===== src/hw/rtl/necd_pkg.sv =====
// Shared widths, register indexes, reset values and status codes for the NEC IR frame decoder.
package necd_pkg;

  // Field widths
  localparam int TICKS_W    = 15;
  localparam int DUR_W      = 16;
  localparam int TOL_W      = 12;
  localparam int CMD_W      = 8;
  localparam int STATUS_W   = 2;
  localparam int IDX_W      = 6;
  localparam int S_TDATA_W  = 32;
  localparam int M_TDATA_W  = 8;
  localparam int CFG_IDX_W  = 3;
  localparam int CFG_DATA_W = 16;

  // Tick rate default
  localparam int TICKS_PER_10US_DEFAULT = 8;

  // Configuration register indexes
  localparam logic [CFG_IDX_W-1:0] REG_HEADER_MARK  = 3'd0;
  localparam logic [CFG_IDX_W-1:0] REG_HEADER_SPACE = 3'd1;
  localparam logic [CFG_IDX_W-1:0] REG_BIT_MARK     = 3'd2;
  localparam logic [CFG_IDX_W-1:0] REG_ONE_SPACE    = 3'd3;
  localparam logic [CFG_IDX_W-1:0] REG_ZERO_SPACE   = 3'd4;
  localparam logic [CFG_IDX_W-1:0] REG_BIT_TOL      = 3'd5;
  localparam logic [CFG_IDX_W-1:0] REG_HEADER_TOL   = 3'd6;

  // Register reset values (standard NEC timing)
  localparam logic [DUR_W-1:0] HEADER_MARK_RST  = 16'd9000;
  localparam logic [DUR_W-1:0] HEADER_SPACE_RST = 16'd4500;
  localparam logic [DUR_W-1:0] BIT_MARK_RST     = 16'd560;
  localparam logic [DUR_W-1:0] ONE_SPACE_RST    = 16'd1690;
  localparam logic [DUR_W-1:0] ZERO_SPACE_RST   = 16'd560;
  localparam logic [TOL_W-1:0] BIT_TOL_RST      = 12'd100;
  localparam logic [TOL_W-1:0] HEADER_TOL_RST   = 12'd200;

  // Symbol positions within a frame
  localparam logic [IDX_W-1:0] SYM_HEADER    = 6'd0;
  localparam logic [IDX_W-1:0] SYM_ADDR      = 6'd8;
  localparam logic [IDX_W-1:0] SYM_INV_ADDR  = 6'd16;
  localparam logic [IDX_W-1:0] SYM_CMD       = 6'd24;
  localparam logic [IDX_W-1:0] SYM_LAST_DATA = 6'd32;
  localparam logic [IDX_W-1:0] SYM_MAX       = 6'd63;

  localparam logic [CMD_W-1:0] BYTE_ONES = 8'hff;

  // Result status
  typedef enum logic [STATUS_W-1:0] {
    STATUS_OK              = 2'd0,
    STATUS_HEADER_MISMATCH = 2'd1,
    STATUS_COMPLEMENT_FAIL = 2'd2
  } necd_status_t;

endpackage


===== src/hw/rtl/nec_ir_frame_decoder.sv =====
// Top level of the NEC IR frame decoder: handshake pipeline, window checks and frame state.
//
// Input stream: one captured IR symbol per transaction. tdata carries the mark and
// space durations in counter ticks, tlast flags the last symbol of a frame.
// Output stream: one transaction per frame, issued for the symbol carrying tlast.
// tdata is the command byte (0 when rejected), tuser the status code.
// Configuration: write-only register port (enable, index, data); write it only
// while no symbol is in flight. Unknown indexes are ignored.
// Pipeline: input register, converted-duration register (one multiplier per
// duration), then window checks and state update into the output register.
// m_axis_tvalid is registered, after the input and converted-duration registers.
// Throughput: one symbol per cycle barring tlast stalls, set by single-pass window/shift logic.
// Reset: frame state clears, registers return to standard NEC timing, both
// streams go idle.
// Stall: while the output waits, symbols without tlast keep flowing; a tlast
// symbol holds in the pipeline and backpressure reaches s_axis_tready.
module nec_ir_frame_decoder #(
  parameter int TICKS_PER_10US = necd_pkg::TICKS_PER_10US_DEFAULT
) (
  input  logic                              clk,
  input  logic                              rst,
  // Input symbols
  input  logic                              s_axis_tvalid,
  output logic                              s_axis_tready,
  input  logic [necd_pkg::S_TDATA_W-1:0]    s_axis_tdata,  // [14:0] mark_ticks, [29:15] space_ticks
  input  logic                              s_axis_tlast,  // frame_end
  // Results
  output logic                              m_axis_tvalid,
  input  logic                              m_axis_tready,
  output logic [necd_pkg::M_TDATA_W-1:0]    m_axis_tdata,  // [7:0] command
  output logic [necd_pkg::STATUS_W-1:0]     m_axis_tuser,  // [1:0] status
  // Configuration writes
  input  logic                              cfg_wr_en,
  input  logic [necd_pkg::CFG_IDX_W-1:0]    cfg_index,
  input  logic [necd_pkg::CFG_DATA_W-1:0]   cfg_data
);

  localparam int TICKS_W = necd_pkg::TICKS_W;
  localparam int US_W    = $clog2(((2 ** TICKS_W) - 1) * 10 / TICKS_PER_10US + 1);
  localparam int CMP_W   = ((US_W > necd_pkg::DUR_W) ? US_W : necd_pkg::DUR_W) + 2;
  localparam int IDX_W   = necd_pkg::IDX_W;
  localparam int CMD_W   = necd_pkg::CMD_W;

  // Configuration registers
  logic [necd_pkg::DUR_W-1:0] header_mark_us;
  logic [necd_pkg::DUR_W-1:0] header_space_us;
  logic [necd_pkg::DUR_W-1:0] bit_mark_us;
  logic [necd_pkg::DUR_W-1:0] one_space_us;
  logic [necd_pkg::DUR_W-1:0] zero_space_us;
  logic [necd_pkg::TOL_W-1:0] bit_tolerance_us;
  logic [necd_pkg::TOL_W-1:0] header_tolerance_us;

  // Pipeline stages
  logic               a_valid;
  logic [TICKS_W-1:0] a_mark_ticks;
  logic [TICKS_W-1:0] a_space_ticks;
  logic               a_last;
  logic               b_valid;
  logic               b_last;
  logic [US_W-1:0]    mark_us;
  logic [US_W-1:0]    space_us;

  logic out_free;
  logic b_fire;
  logic b_take;
  logic a_fire;
  logic a_take;

  // Frame state
  logic [IDX_W-1:0] symbol_index;
  logic             header_matched;
  logic [CMD_W-1:0] shift_byte;
  logic [CMD_W-1:0] address_byte;
  logic [CMD_W-1:0] inverse_address_byte;
  logic [CMD_W-1:0] command_byte;
  logic [CMD_W-1:0] inverse_command_byte;

  logic [IDX_W-1:0] symbol_index_next;
  logic             header_matched_next;
  logic [CMD_W-1:0] shift_byte_next;
  logic [CMD_W-1:0] address_byte_next;
  logic [CMD_W-1:0] inverse_address_byte_next;
  logic [CMD_W-1:0] command_byte_next;
  logic [CMD_W-1:0] inverse_command_byte_next;

  logic                   header_ok;
  logic                   zero_ok;
  logic                   one_ok;
  logic                   space_absent;
  logic [CMD_W-1:0]       shifted_byte;
  logic [CMD_W-1:0]       result_command;
  necd_pkg::necd_status_t result_status;

  // Window test e-t <= d <= e+t, lower bound clamped at zero
  function automatic logic in_window(input logic [US_W-1:0] d,
                                     input logic [necd_pkg::DUR_W-1:0] e,
                                     input logic [necd_pkg::TOL_W-1:0] t);
    logic [CMP_W-1:0] dw;
    logic [CMP_W-1:0] ew;
    logic [CMP_W-1:0] tw;
    dw = CMP_W'(d);
    ew = CMP_W'(e);
    tw = CMP_W'(t);
    return ((dw + tw) >= ew) && (dw <= (ew + tw));
  endfunction

  // Configuration writes
  always_ff @(posedge clk) begin
    if (rst) begin
      header_mark_us      <= necd_pkg::HEADER_MARK_RST;
      header_space_us     <= necd_pkg::HEADER_SPACE_RST;
      bit_mark_us         <= necd_pkg::BIT_MARK_RST;
      one_space_us        <= necd_pkg::ONE_SPACE_RST;
      zero_space_us       <= necd_pkg::ZERO_SPACE_RST;
      bit_tolerance_us    <= necd_pkg::BIT_TOL_RST;
      header_tolerance_us <= necd_pkg::HEADER_TOL_RST;
    end else if (cfg_wr_en) begin
      case (cfg_index)
        necd_pkg::REG_HEADER_MARK:  header_mark_us      <= cfg_data;
        necd_pkg::REG_HEADER_SPACE: header_space_us     <= cfg_data;
        necd_pkg::REG_BIT_MARK:     bit_mark_us         <= cfg_data;
        necd_pkg::REG_ONE_SPACE:    one_space_us        <= cfg_data;
        necd_pkg::REG_ZERO_SPACE:   zero_space_us       <= cfg_data;
        necd_pkg::REG_BIT_TOL:      bit_tolerance_us    <= cfg_data[necd_pkg::TOL_W-1:0];
        necd_pkg::REG_HEADER_TOL:   header_tolerance_us <= cfg_data[necd_pkg::TOL_W-1:0];
        default: ;
      endcase
    end
  end

  // Flow control: a stage loads when empty or when its content moves on
  assign out_free      = !m_axis_tvalid || m_axis_tready;
  assign b_fire        = b_valid && (!b_last || out_free);
  assign b_take        = !b_valid || b_fire;
  assign a_fire        = a_valid && b_take;
  assign a_take        = !a_valid || a_fire;
  assign s_axis_tready = a_take;

  // Input register
  always_ff @(posedge clk) begin
    if (rst) begin
      a_valid <= 1'b0;
    end else if (a_take) begin
      a_valid <= s_axis_tvalid;
    end
  end

  always_ff @(posedge clk) begin
    if (a_take && s_axis_tvalid) begin
      a_mark_ticks  <= s_axis_tdata[TICKS_W-1:0];
      a_space_ticks <= s_axis_tdata[2*TICKS_W-1:TICKS_W];
      a_last        <= s_axis_tlast;
    end
  end

  // Duration conversion stage
  necd_ticks_to_us #(
    .TICKS_PER_10US (TICKS_PER_10US),
    .US_W           (US_W)
  ) u_mark_conv (
    .clk   (clk),
    .load  (a_fire),
    .ticks (a_mark_ticks),
    .us    (mark_us)
  );

  necd_ticks_to_us #(
    .TICKS_PER_10US (TICKS_PER_10US),
    .US_W           (US_W)
  ) u_space_conv (
    .clk   (clk),
    .load  (a_fire),
    .ticks (a_space_ticks),
    .us    (space_us)
  );

  always_ff @(posedge clk) begin
    if (rst) begin
      b_valid <= 1'b0;
    end else if (b_take) begin
      b_valid <= a_valid;
    end
  end

  always_ff @(posedge clk) begin
    if (a_fire) begin
      b_last <= a_last;
    end
  end

  // Symbol classification
  assign space_absent = (space_us == '0);
  assign header_ok = in_window(mark_us, header_mark_us, header_tolerance_us) &&
                     (space_absent ||
                      in_window(space_us, header_space_us, header_tolerance_us));
  assign zero_ok   = in_window(mark_us, bit_mark_us, bit_tolerance_us) &&
                     (space_absent || in_window(space_us, zero_space_us, bit_tolerance_us));
  assign one_ok    = in_window(mark_us, bit_mark_us, bit_tolerance_us) &&
                     (space_absent || in_window(space_us, one_space_us, bit_tolerance_us));

  // LSB first: new bit enters at the top; an unmatched symbol leaves the byte alone
  always_comb begin
    if (zero_ok) begin
      shifted_byte = {1'b0, shift_byte[CMD_W-1:1]};
    end else if (one_ok) begin
      shifted_byte = {1'b1, shift_byte[CMD_W-1:1]};
    end else begin
      shifted_byte = shift_byte;
    end
  end

  // Frame state next values
  always_comb begin
    header_matched_next       = header_matched;
    shift_byte_next           = shift_byte;
    address_byte_next         = address_byte;
    inverse_address_byte_next = inverse_address_byte;
    command_byte_next         = command_byte;
    inverse_command_byte_next = inverse_command_byte;

    if (symbol_index == necd_pkg::SYM_HEADER) begin
      header_matched_next = header_ok;
    end else if (symbol_index <= necd_pkg::SYM_LAST_DATA) begin
      shift_byte_next = shifted_byte;
      // byte boundary: capture and restart the shift byte
      if (symbol_index[2:0] == 3'd0) begin
        case (symbol_index)
          necd_pkg::SYM_ADDR:     address_byte_next         = shifted_byte;
          necd_pkg::SYM_INV_ADDR: inverse_address_byte_next = shifted_byte;
          necd_pkg::SYM_CMD:      command_byte_next         = shifted_byte;
          default:                inverse_command_byte_next = shifted_byte;
        endcase
        shift_byte_next = '0;
      end
    end

    if (symbol_index < necd_pkg::SYM_MAX) begin
      symbol_index_next = symbol_index + IDX_W'(1);
    end else begin
      symbol_index_next = symbol_index;
    end
  end

  // Frame verdict from the updated state
  always_comb begin
    if (!header_matched_next) begin
      result_command = '0;
      result_status  = necd_pkg::STATUS_HEADER_MISMATCH;
    end else if ((address_byte_next != (inverse_address_byte_next ^ necd_pkg::BYTE_ONES)) ||
                 (command_byte_next != (inverse_command_byte_next ^ necd_pkg::BYTE_ONES))) begin
      result_command = '0;
      result_status  = necd_pkg::STATUS_COMPLEMENT_FAIL;
    end else begin
      result_command = command_byte_next;
      result_status  = necd_pkg::STATUS_OK;
    end
  end

  // Frame state registers; cleared after the last symbol
  always_ff @(posedge clk) begin
    if (rst || (b_fire && b_last)) begin
      symbol_index         <= '0;
      header_matched       <= 1'b0;
      shift_byte           <= '0;
      address_byte         <= '0;
      inverse_address_byte <= '0;
      command_byte         <= '0;
      inverse_command_byte <= '0;
    end else if (b_fire) begin
      symbol_index         <= symbol_index_next;
      header_matched       <= header_matched_next;
      shift_byte           <= shift_byte_next;
      address_byte         <= address_byte_next;
      inverse_address_byte <= inverse_address_byte_next;
      command_byte         <= command_byte_next;
      inverse_command_byte <= inverse_command_byte_next;
    end
  end

  // Output register
  always_ff @(posedge clk) begin
    if (rst) begin
      m_axis_tvalid <= 1'b0;
    end else if (b_fire && b_last) begin
      m_axis_tvalid <= 1'b1;
    end else if (m_axis_tready) begin
      m_axis_tvalid <= 1'b0;
    end
  end

  always_ff @(posedge clk) begin
    if (b_fire && b_last) begin
      m_axis_tdata <= result_command;
      m_axis_tuser <= result_status;
    end
  end

`ifndef SYNTH
  // A result only ever follows a last symbol leaving the classification stage
  a_result_from_last: assert property (@(posedge clk) disable iff (rst)
    $rose(m_axis_tvalid) |-> $past(b_valid && b_last))
    else $error("result issued without a last symbol");

  // The frame restarts at the header after each result
  a_frame_restart: assert property (@(posedge clk) disable iff (rst)
    (b_fire && b_last) |=> (symbol_index == necd_pkg::SYM_HEADER) && !header_matched)
    else $error("frame state not cleared after result");

  // Rejected frames carry a zero command
  a_reject_zero: assert property (@(posedge clk) disable iff (rst)
    (m_axis_tvalid && (m_axis_tuser != necd_pkg::STATUS_OK)) |-> (m_axis_tdata == '0))
    else $error("rejected frame with non-zero command");

  // Backpressure only when the input register is occupied
  a_ready_when_empty: assert property (@(posedge clk) disable iff (rst)
    !s_axis_tready |-> a_valid)
    else $error("input stalled with empty input register");
`endif

endmodule


===== src/hw/rtl/necd_ticks_to_us.sv =====
// Registered tick-to-microsecond converter: ticks*10/TICKS_PER_10US by reciprocal multiply.
module necd_ticks_to_us #(
  parameter int TICKS_PER_10US = necd_pkg::TICKS_PER_10US_DEFAULT,
  parameter int US_W           = 19
) (
  input  logic                       clk,
  input  logic                       load,
  input  logic [necd_pkg::TICKS_W-1:0] ticks,
  output logic [US_W-1:0]            us
);

  // ticks*10 fits in TICKS_W+4 bits; multiplier is ceil(2^S/D), exact for all such values
  localparam int XW  = necd_pkg::TICKS_W + 4;
  localparam int LG  = $clog2(TICKS_PER_10US);
  localparam int S   = XW + LG;
  localparam int MW  = XW + 2;
  localparam longint unsigned MUL =
    ((longint'(1) << S) + longint'(TICKS_PER_10US) - 1) / longint'(TICKS_PER_10US);
  localparam int PW  = S + US_W;

  logic [XW-1:0]  ticks_x10;
  logic [MW-1:0]  mul_const;
  logic [PW-1:0]  product;

  // x10 as shift-add, then scale by the reciprocal
  assign ticks_x10 = XW'({ticks, 3'b000}) + XW'({ticks, 1'b0});
  assign mul_const = MW'(MUL);
  assign product   = PW'(ticks_x10) * PW'(mul_const);

  always_ff @(posedge clk) begin
    if (load) begin
      us <= product[S +: US_W];
    end
  end

endmodule


===== config.mk =====
export PLATFORM = sky130hd
export DESIGN_NAME = nec_ir_frame_decoder
export DESIGN_NICKNAME = d
export VERILOG_FILES = /design/src/hw/rtl/necd_pkg.sv /design/src/hw/rtl/nec_ir_frame_decoder.sv /design/src/hw/rtl/necd_ticks_to_us.sv
export SDC_FILE = /design/constraint.sdc
export NUM_CORES = 1
export LEC_CHECK = 0
export ABC_AREA = 1
export BUFFER_PORTS_ARGS = -buffer_cell sky130_fd_sc_hd__buf_2
export CAP_MARGIN = 20
export CORE_UTILIZATION = 25
export CTS_BUF_LIST = sky130_fd_sc_hd__clkbuf_8
export CTS_CLUSTER_DIAMETER = 200
export DETAILED_ROUTE_END_ITERATION = 10
export PLACE_DENSITY = 0.48
export SLEW_MARGIN = 0
export SYNTH_ARGS = -nofsm -noshare
export SYNTH_HDL_FRONTEND = slang
export SYNTH_SLANG_ARGS = --single-unit

===== constraint.sdc =====
create_clock -name clk -period 5.2 [get_ports clk]
set_clock_uncertainty 0.2 [all_clocks]
set_input_delay 0.26 -clock clk [delete_from_list [all_inputs] [get_ports clk]]
set_output_delay 0.26 -clock clk [all_outputs]
set_load 0.05 [all_outputs]

==> qor.yml, run 1 <==
grt_pass1_vias: 16227
synth_nets: 2787
ys_seq_elements: 228
postLayoutCoreUtil: 0.324
grt_pass1_wl_mm: 91.5
io_pins: 69
tightestPinTransition_ns: 1.07
clk_latency_ns: 0.65
die_x_um: 274
first_pass_iters: 8
drt_wl_total_mm: 59.5
finalHoldViolCount: 0
grt-ovfl-total: 0
nFillCells: 7820
dp_cells: 3581
leakage_uw: 0.0111
ant_nets: 0
rsz0062_at_grt: "true"
grt_max_degree: 99
nNetsFinal: 3113
path_max_fanout: 8
synth_commonest_cells: "nand2_1, inv_1, ha_1, a21oi_1, o21ai_0"
drc: 4
syn2layout_area_growth_pct: 27.7
core_area_um2: 73200
drt_iter0_markers: 892
net-switching-power_uw: 1950
clkSinkCount: 228
critPathArrivalTime_ns: 5.44
slowest_delay_ns: 0.44
critPathRequiredTime_ns: 5.48
die_area_um2: 75300
antenna_found_initial: 4
timing.final.crit_share: 0.992
critical_path.endpoint_type: "flop"
synth_warnings: 0
stdcell_count: 3751
cts_tree: "yes"
period_needed_ns: 5.16
synth_area_leaders: "ha_1, dfxtp_1, edfxtp_1, nand2_1, a21oi_1"
ys_types: 51
syn_area_per_cell_um2: 7.65
swShare: 0.330
status: "finished with violations"
cts_buffers: 50
startpoint_type: "flop"
yosysSeqAreaShare: 0.286
synthArstFlopShare: 0
port_buffers: 66
vdd_ir_drop_max_mv: 0.204
synth.largest_area_cell: "ha_1"
clkPwrFrac: 0.380
synth.most_common_cell: "nand2_1"
routabilityCongestion: 0.855
htree_levels: 2
vias: 16772
viasPerCell: 4.47
power_density_nw_per_um2: 250
worstSetupPathType: "reg -> reg"
syn-instance-count: 2423
violations: "design-rule violations"
pwr-share-comb: 0.279
setup_viol: 0
crit_slowest_cell: "edfxtp_1"
max_clock_freq_ghz: 0.194
min_path_type: "in -> reg"
power_uw: 5910
synth_edf_count: 74
ys.flop_type: "dfxtp_1"
initial_core_util: 0.253
hpwl_mm: 45.4
p_seq_frac: 0.341
mappedNetlistArea_um2: 18500
grt_usage: 0.159
path_clk_slew_ns: 0.06
layout-drive-gt1-share: 0.175
cp_common_cell: "nand2_1"
synth_top_area_frac: 0.200
wire_per_inst_um: 15.9
ctsRootBufferMaster: "clkbuf_8"
drv_slew: 0
cts_buffer_depth: 3
die_y_um: 274
p_int_uw: 3960
slew_headroom: 0.285
cap_violations: 0
rows: 99
## per-stage QoR
stage	setup slack, ns	hold slack (ns)	TNS (ns)	area, um^2
2_1_floorplan	0.437	0.159	0	18500
3_3_place_gp	-0.256	0.228	-2.28	21200
3_5_place_dp	-0.317	0.227	-2.72	21200
4_1_cts	-0.00368	0.0496	-0.00393	23300
5_1_grt	-0.312	0.0638	-2.68	23700
6_report	0.0407	0.115	0	23700
## path summary, 6_finish.rpt
| kind | from | end | slack, ns | depth (start not counted) |
|---|---|---|---|---|
| worst min register to register | a_last$_DFFE_PP_ | b_last$_DFFE_PP_ | 0.23 | 0 |
| worst max-delay path | u_space_conv.us[2]$_DFFE_PP_ | m_axis_tdata[5]$_SDFFCE_PP0P_ | 0.04 | 36 |
| worst max register to register | u_space_conv.us[2]$_DFFE_PP_ | m_axis_tdata[5]$_SDFFCE_PP0P_ | 0.04 | 36 |
| worst min-delay path | s_axis_tdata[16] | a_space_ticks[1]$_DFFE_PP_ | 0.11 | 2 |
## final cells by class
| class | count | area (um^2) | share of cell area |
|---|---|---|---|
| Antenna cell | 1 | 2.50 | 0.000106 |
| Clock buffer | 62 | 853 | 0.0360 |
| Clock inverter | 32 | 280 | 0.0118 |
| Inverter | 355 | 1340 | 0.0565 |
| Multi-Input combinational cell | 1794 | 12300 | 0.517 |
| Sequential cell | 228 | 5310 | 0.224 |
| Tap cell | 959 | 1200 | 0.0507 |
| Timing Repair Buffer | 320 | 2440 | 0.103 |
## power groups by stage
stage | clock network (uW) | registers (uW) | logic (uW)
floorplan | 0 | 2030 | 1000
global placement | 0 | 2050 | 1520
detailed placement | 0 | 2050 | 1530
CTS | 2330 | 2020 | 1600
global route | 2400 | 2020 | 1870
finish | 2240 | 2020 | 1650
## worst max-delay path, delay by kind of cell, from the launching register on
family	cells	cell delay (ns)
compound gates	8	1.13
xor+xnor	1	0.18
fa+ha+maj	2	0.57
buf+inv	3	0.40
flops	1	0.44
simple gates	22	2.05
## logic make-up after synthesis
logic type | share of synthesized area
compound gates | 0.166
xor+xnor | 0.0713
fa+ha+maj | 0.212
buf+inv | 0.0840
flops | 0.286
simple gates | 0.181
## per-layer routing
layer / wire length (um) / GRT usage / part of all wire / vias to the layer above
met5: 0 / 0 / 0 / -
met4: 1990 / 0.0556 / 0.033 / 0
met3: 2850 / 0.0291 / 0.048 / 88
met2: 27000 / 0.261 / 0.45 / 304
met1: 27600 / 0.206 / 0.46 / 7544
li1: - / - / - / 8836
## sequential cells by signal, summed over array words and instances (netlist names), 15 cells and up
register	flops
header_space_us	16
zero_space_us	16
u_mark_conv.us	16
header_mark_us	16
a_mark_ticks	15
a_space_ticks	15
u_space_conv.us	16
one_space_us	16
bit_mark_us	16
## repair_timing
item                       in CTS  in global routing
hold endpoints to repair      136                  0
setup endpoints to repair      12                 19
gates resized for setup        61                 91
pin swaps                      19                 47
cloned                          1                  0
hold buffers                   60                  0
buffers inserted                8                  9
## layout by cell type (no fill, tap or decap), drive strengths merged, types with 35 or more instances in the layout
cell and count:
a21oi 273, ha 296, edfxtp 74, o21ai 182, xnor2 37, o21bai 35, nor2 171, nand2 425
inv 367, clkbuf 62, dlygate4sd3 60, buf 260, nand3 106, dfxtp 154, xor2 114
(Power assumes the default switching activity.)
==> run 2, diff against run 1 <==
Settings changed: CORE_ASPECT_RATIO set to 0.75.
==> qor.yml, run 2 (synthesis gave the netlist of run 1 again) <==
p_int_uw: 3790  # -4.4%
initial_core_util: 0.253  # -0.000618
die_x_um: 316  # +15%
grt_max_degree: 86  # -13%
drt_iter0_markers: 1017  # +14%
viasPerCell: 4.52  # +1.1%
multi_input_area_um2: 12600  # +3.1%
rows: 86  # -13%
swShare: 0.348  # +0.0186
grt-ovfl-total: 0  # unchanged
startpoint_type: "flop"
layout_common_cells: "nand2_1, inv_1, ha_1, a21oi_1, buf_4"
timing.setup.tns_ns: -0.359  # -0.359 ns
setup_slack_ns: -0.0762  # -0.117 ns
ant_nets: 0  # unchanged
max_clock_freq_ghz: 0.190  # -2.2%
vdd_ir_drop_max_mv: 0.147  # -28%
grt_pass1_vias: 16344  # +0.72%
cp_common_cell: "buf_4"
dpl_cell_area_um2: 21600  # +1.9%
period_needed_ns: 5.28  # +0.117 ns
syn2layout_area_growth_pct: 31.6
cts_tree: "yes"
nNetsFinal: 3173  # +1.9%
io_pins: 69  # unchanged
tightestPinTransition_ns: 0.939  # -0.134 ns
antenna_found_initial: 3  # -1
setup_viol: 8  # +8
layout_commonest_cell: "nand2_1"
cap_violations: 0  # unchanged
slew_headroom: 0.374  # +0.0892
seq_area_um2: 5310  # -0.12%
min_path_type: "in -> reg"
htree_levels: 2  # unchanged
postLayoutCoreUtil: 0.333  # +0.00912
hpwl_mm: 47.7  # +5.1%
slowest_delay_ns: 0.35  # -0.09 ns
port_buffers: 66  # unchanged
drt_wl_total_mm: 63.0  # +6.0%
ctsRootBufferMaster: "clkbuf_8"
first_pass_iters: 5  # -3
finalHoldViolCount: 0  # unchanged
worstSetupPathType: "reg -> reg"
cts_buffer_depth: 3  # unchanged
power_density_nw_per_um2: 238  # -4.6%
path_max_fanout: 8  # unchanged
grt_pass1_wl_mm: 96.7  # +5.7%
rsz0062_at_grt: "true"
layout-drive-gt1-share: 0.213  # +0.0386
net-switching-power_uw: 2020  # +3.9%
clkPwrFrac: 0.346  # -0.034
wire_per_inst_um: 16.5  # +4.3%
grt_usage: 0.168  # +0.00971
status: "finished with violations"
timing.final.crit_share: 1.01  # +0.0225
critPathArrivalTime_ns: 5.57  # +0.13 ns
nFillCells: 7771  # -0.63%
leakage_uw: 0.0115  # +3.4%
fin_area_um2: 24400  # +3.1%
antenna_cells: 0  # -1
clk_latency_ns: 0.66  # about the same
p_seq_frac: 0.345  # +0.004
vias: 17240  # +2.8%
critPathRequiredTime_ns: 5.50  # +0.02 ns
core_area_um2: 73400  # +0.24%
path_clk_slew_ns: 0.06  # about the same
die_area_um2: 75300  # about the same
die_y_um: 238  # -13%
clkSinkCount: 228  # unchanged
violations: "negative setup slack"
cts_buffers: 45  # -10%
pwr-share-comb: 0.309  # +0.030
drc: 0  # -4
critical_path.endpoint_type: "flop"
routabilityCongestion: 0.874  # +2.2%
crit_slowest_cell: "dfxtp_2"
drv_slew: 0  # unchanged
-- run 2: cell count changes in the layout (fill, tap and decap cells not counted), sizes merged, moves of 5 or more --
cell	previous run	this run
dlygate4sd3	60	53
inv	367	372
clkbuf	62	54
buf	260	330
clkinv	12	7
-- run 2: cell type report --
class	instances	area share
multi-input combinational	1796	0.517
sequential	228	0.217
timing repair buffer	383	0.122
inverter	355	0.0546
tap	968	0.0496
clock buffer	54	0.0304
clock inverter	28	0.00815
-- run 2: critical path, delay by kind of cell, from the launching register on --
| family | cells | cell delay [ns] |
|---|---|---|
| fa+ha+maj | 2 | 0.48 |
| simple gates | 22 | 2.06 |
| xor+xnor | 1 | 0.16 |
| buf+inv | 14 | 1.72 |
| compound gates | 1 | 0.17 |
| flops | 1 | 0.35 |
-- run 2: power groups by stage --
stage / clock [uW] / sequential [uW] / combinational [uW]
floorplan: 0 / 2030 / 1000
global route: 2160 / 2010 / 2020
CTS: 2080 / 2010 / 1700
detailed placement: 0 / 2040 / 1600
finish: 2010 / 2010 / 1790
global placement: 0 / 2040 / 1590
-- run 2: repair_timing --
| item | CTS | global route |
|---|---|---|
| hold buffers | 53 | 0 |
| resized for setup | 92 | 150 |
| setup buffers | 29 | 7 |
| cloned | 3 | 0 |
| setup endpoints to repair | 12 | 31 |
| hold endpoints to repair | 144 | 0 |
| pin swaps | 43 | 108 |
-- run 2: routing by layer --
| layer | part of all wire | up-vias | track usage |
|---|---|---|---|
| met3 | 0.056 | 70 | 0.0249 |
| met4 | 0.020 | 0 | 0.0424 |
| met5 | 0 | - | 0 |
| met2 | 0.39 | 373 | 0.233 |
| met1 | 0.54 | 7847 | 0.264 |
| li1 | - | 8950 | - |
-- run 2: worst paths after layout --
path,startpoint,endpoint,slack (ns),depth (start not counted)
max,bit_tolerance_us[2]$_SDFFE_PP1P_,m_axis_tdata[4]$_SDFFCE_PP0P_,-0.08,40
min reg2reg,a_last$_DFFE_PP_,b_last$_DFFE_PP_,0.24,0
min,cfg_index[1],one_space_us[9]$_SDFFE_PP1P_,0.09,5
max reg2reg,bit_tolerance_us[2]$_SDFFE_PP1P_,m_axis_tdata[4]$_SDFFCE_PP0P_,-0.08,40
-- run 2: stage by stage --
step / hold slack (ns) / std cells / power, uW / setup WS, ns
2_1_floorplan: 0.159 / 2423 / 3030 / 0.437
3_3_place_gp: 0.205 / 3637 / 3640 / -0.236
3_5_place_dp: 0.209 / 3637 / 3640 / -0.360
4_1_cts: 0.000646 / 3804 / 5780 / -0.157
5_1_grt: 0.0707 / 3812 / 6190 / -0.400
6_report: 0.0859 / 3812 / 5810 / -0.0762
==> run 3, diff against run 2 <==
Settings changed: CORE_MARGIN set to 3, PLACE_DENSITY 0.48 to 0.49.
Clock period 5.2 ns to 4.4 ns, I/O delays scaled along.
==> qor.yml, run 3 (synthesis gave the netlist of run 1 again) <==
status: "finished with violations"
violations: "negative setup slack"
slowest_delay_ns: 0.43  # +0.08 ns
critPathTopFamily: "simple AND/OR/NAND/NOR gates"
setup_viol: 45  # +37
die_area_um2: 77500  # +3.0%
critPathArrivalTime_ns: 5.44  # -0.13 ns
htree_levels: 2  # unchanged
grt_max_degree: 98  # +14%
cp_num_buf_inv: 12  # -2
die_x_um: 320  # +1.3%
stdcell_count: 3972  # +4.2%
worstSetupPathType: "reg -> reg"
ctsRootBufferMaster: "clkbuf_8"
crit_slowest_cell: "edfxtp_1"
path_clk_slew_ns: 0.06  # about the same
rows: 85  # -1.2%
drt_iter0_markers: 1283  # +26%
grt_usage: 0.165  # -0.00378
routabilityCongestion: 0.883  # +1.1%
drt_wl_total_mm: 64.8  # +2.7%
slew_headroom: 0.279  # -0.0949
layout_common_cells: "buf_4, nand2_1, inv_1, ha_1, a21oi_1"
nNetsFinal: 3346  # +5.5%
ant_nets: 0  # unchanged
initial_core_util: 0.255  # +0.00260
antenna_cells: 0  # unchanged
grt_pass1_wl_mm: 99.3  # +2.6%
wire_per_inst_um: 16.3  # -1.4%
path_max_fanout: 8  # unchanged
layout_commonest_cell: "buf_4"
dp_cells: 3774  # +3.8%
max_clock_freq_ghz: 0.194  # +2.2%
timing.final.crit_share: 1.17  # +0.159
startpoint_type: "flop"
vias: 17843  # +3.5%
die_y_um: 242  # +1.7%
layout-drive-gt1-share: 0.267  # +0.0532
first_pass_iters: 5  # unchanged
setup_slack_ns: -0.763  # -0.686 ns
hpwl_mm: 49.1  # +2.9%
grt-ovfl-total: 0  # unchanged
drv_slew: 0  # unchanged
clkSinkCount: 228  # unchanged
core_area_um2: 72600  # -1.0%
clk_latency_ns: 0.65  # about the same
tightestPinTransition_ns: 1.08  # +0.142 ns
critPathRequiredTime_ns: 4.68  # -0.82 ns
cts_buffers: 46  # +2.2%
dpl_cell_area_um2: 22800  # +5.5%
cap_violations: 0  # unchanged
drc: 0  # unchanged
finalHoldViolCount: 0  # unchanged
cts_buffer_depth: 3  # unchanged
min_path_type: "in -> reg"
port_buffers: 66  # unchanged
period_needed_ns: 5.16  # -0.114 ns
grt_pass1_vias: 16847  # +3.1%
cts_tree: "yes"
power_density_nw_per_um2: 272  # +14%
io_pins: 69  # unchanged
fin_area_um2: 25800  # +5.6%
nFillCells: 7645  # -1.6%
syn2layout_area_growth_pct: 39.0
viasPerCell: 4.49  # -0.67%
leakage_uw: 0.0123  # +7.5%
cp_common_cell: "buf_4"
antenna_found_initial: 4  # +1
critical_path.endpoint_type: "flop"
vdd_ir_drop_max_mv: 0.275  # +87%
rsz0062_at_grt: "true"
[run 3: final cells by class]
type	count	area (um^2)	area share
clock buffers	53	729	0.0283
flip-flops and latches	228	5320	0.206
repair buffers	556	4280	0.166
inverters	355	1340	0.0520
clock inverters	28	178	0.00689
multi-input cells	1795	12700	0.494
well taps	957	1200	0.0464
[run 3: path summary, 6_finish.rpt]
| check | from | to | slack [ns] | cells past startpoint |
|---|---|---|---|---|
| setup reg to reg | u_mark_conv.us[2]$_DFFE_PP_ | m_axis_tdata[0]$_SDFFCE_PP0P_ | -0.76 | 40 |
| hold reg to reg | a_last$_DFFE_PP_ | b_last$_DFFE_PP_ | 0.22 | 0 |
| setup / recovery | u_mark_conv.us[2]$_DFFE_PP_ | m_axis_tdata[0]$_SDFFCE_PP0P_ | -0.76 | 40 |
| hold / removal | cfg_index[2] | zero_space_us[9]$_SDFFE_PP1P_ | 0.06 | 5 |
[run 3: worst register-to-register path: cells and delay by family, from the launching register on]
family,cells,cell delay (ns)
buf+inv,12,1.40
xor+xnor,1,0.12
simple gates,22,1.95
flops,1,0.43
compound gates,3,0.38
fa+ha+maj,2,0.55
[run 3: per-layer routing]
layer	global-route usage	vias up	wire length, um
li1	-	9309	-
met1	0.262	8105	35200
met2	0.229	362	25000
met3	0.0225	65	3350
met4	0.0364	2	1100
met5	0.00556	-	57
[run 3: where the power goes]
part | switching (uW) | total, uW | internal (uW)
Sequential | 85.6 | 2370 | 2280
Combinational | 1280 | 2350 | 1080
Clock | 1080 | 2300 | 1220
Total | 2440 | 7020 | 4580
[run 3: through the flow]
step / setup TNS [ns] / util / setup slack (ns) / total power (uW) / hold slack [ns]
2_1_floorplan: -1.18 / - / -0.140 / 3600 / 0.119
3_3_place_gp: -17.48 / 0.314 / -0.940 / 4480 / 0.197
3_5_place_dp: -21.16 / 0.314 / -0.973 / 4490 / 0.198
4_1_cts: -10.61 / 0.347 / -0.682 / 6990 / 0.00600
5_1_grt: -27.04 / 0.355 / -1.09 / 7470 / 0.0435
6_report: -13.00 / 0.355 / -0.763 / 7020 / 0.0614
[run 3: repair_timing]
item,in CTS,in global routing
buffers inserted,54,20
gates cloned,2,0
hold buffers,55,0
pin swaps,68,69
endpoints found under the setup margin,50,51
gates resized for setup,143,138
hold endpoints to repair,153,0
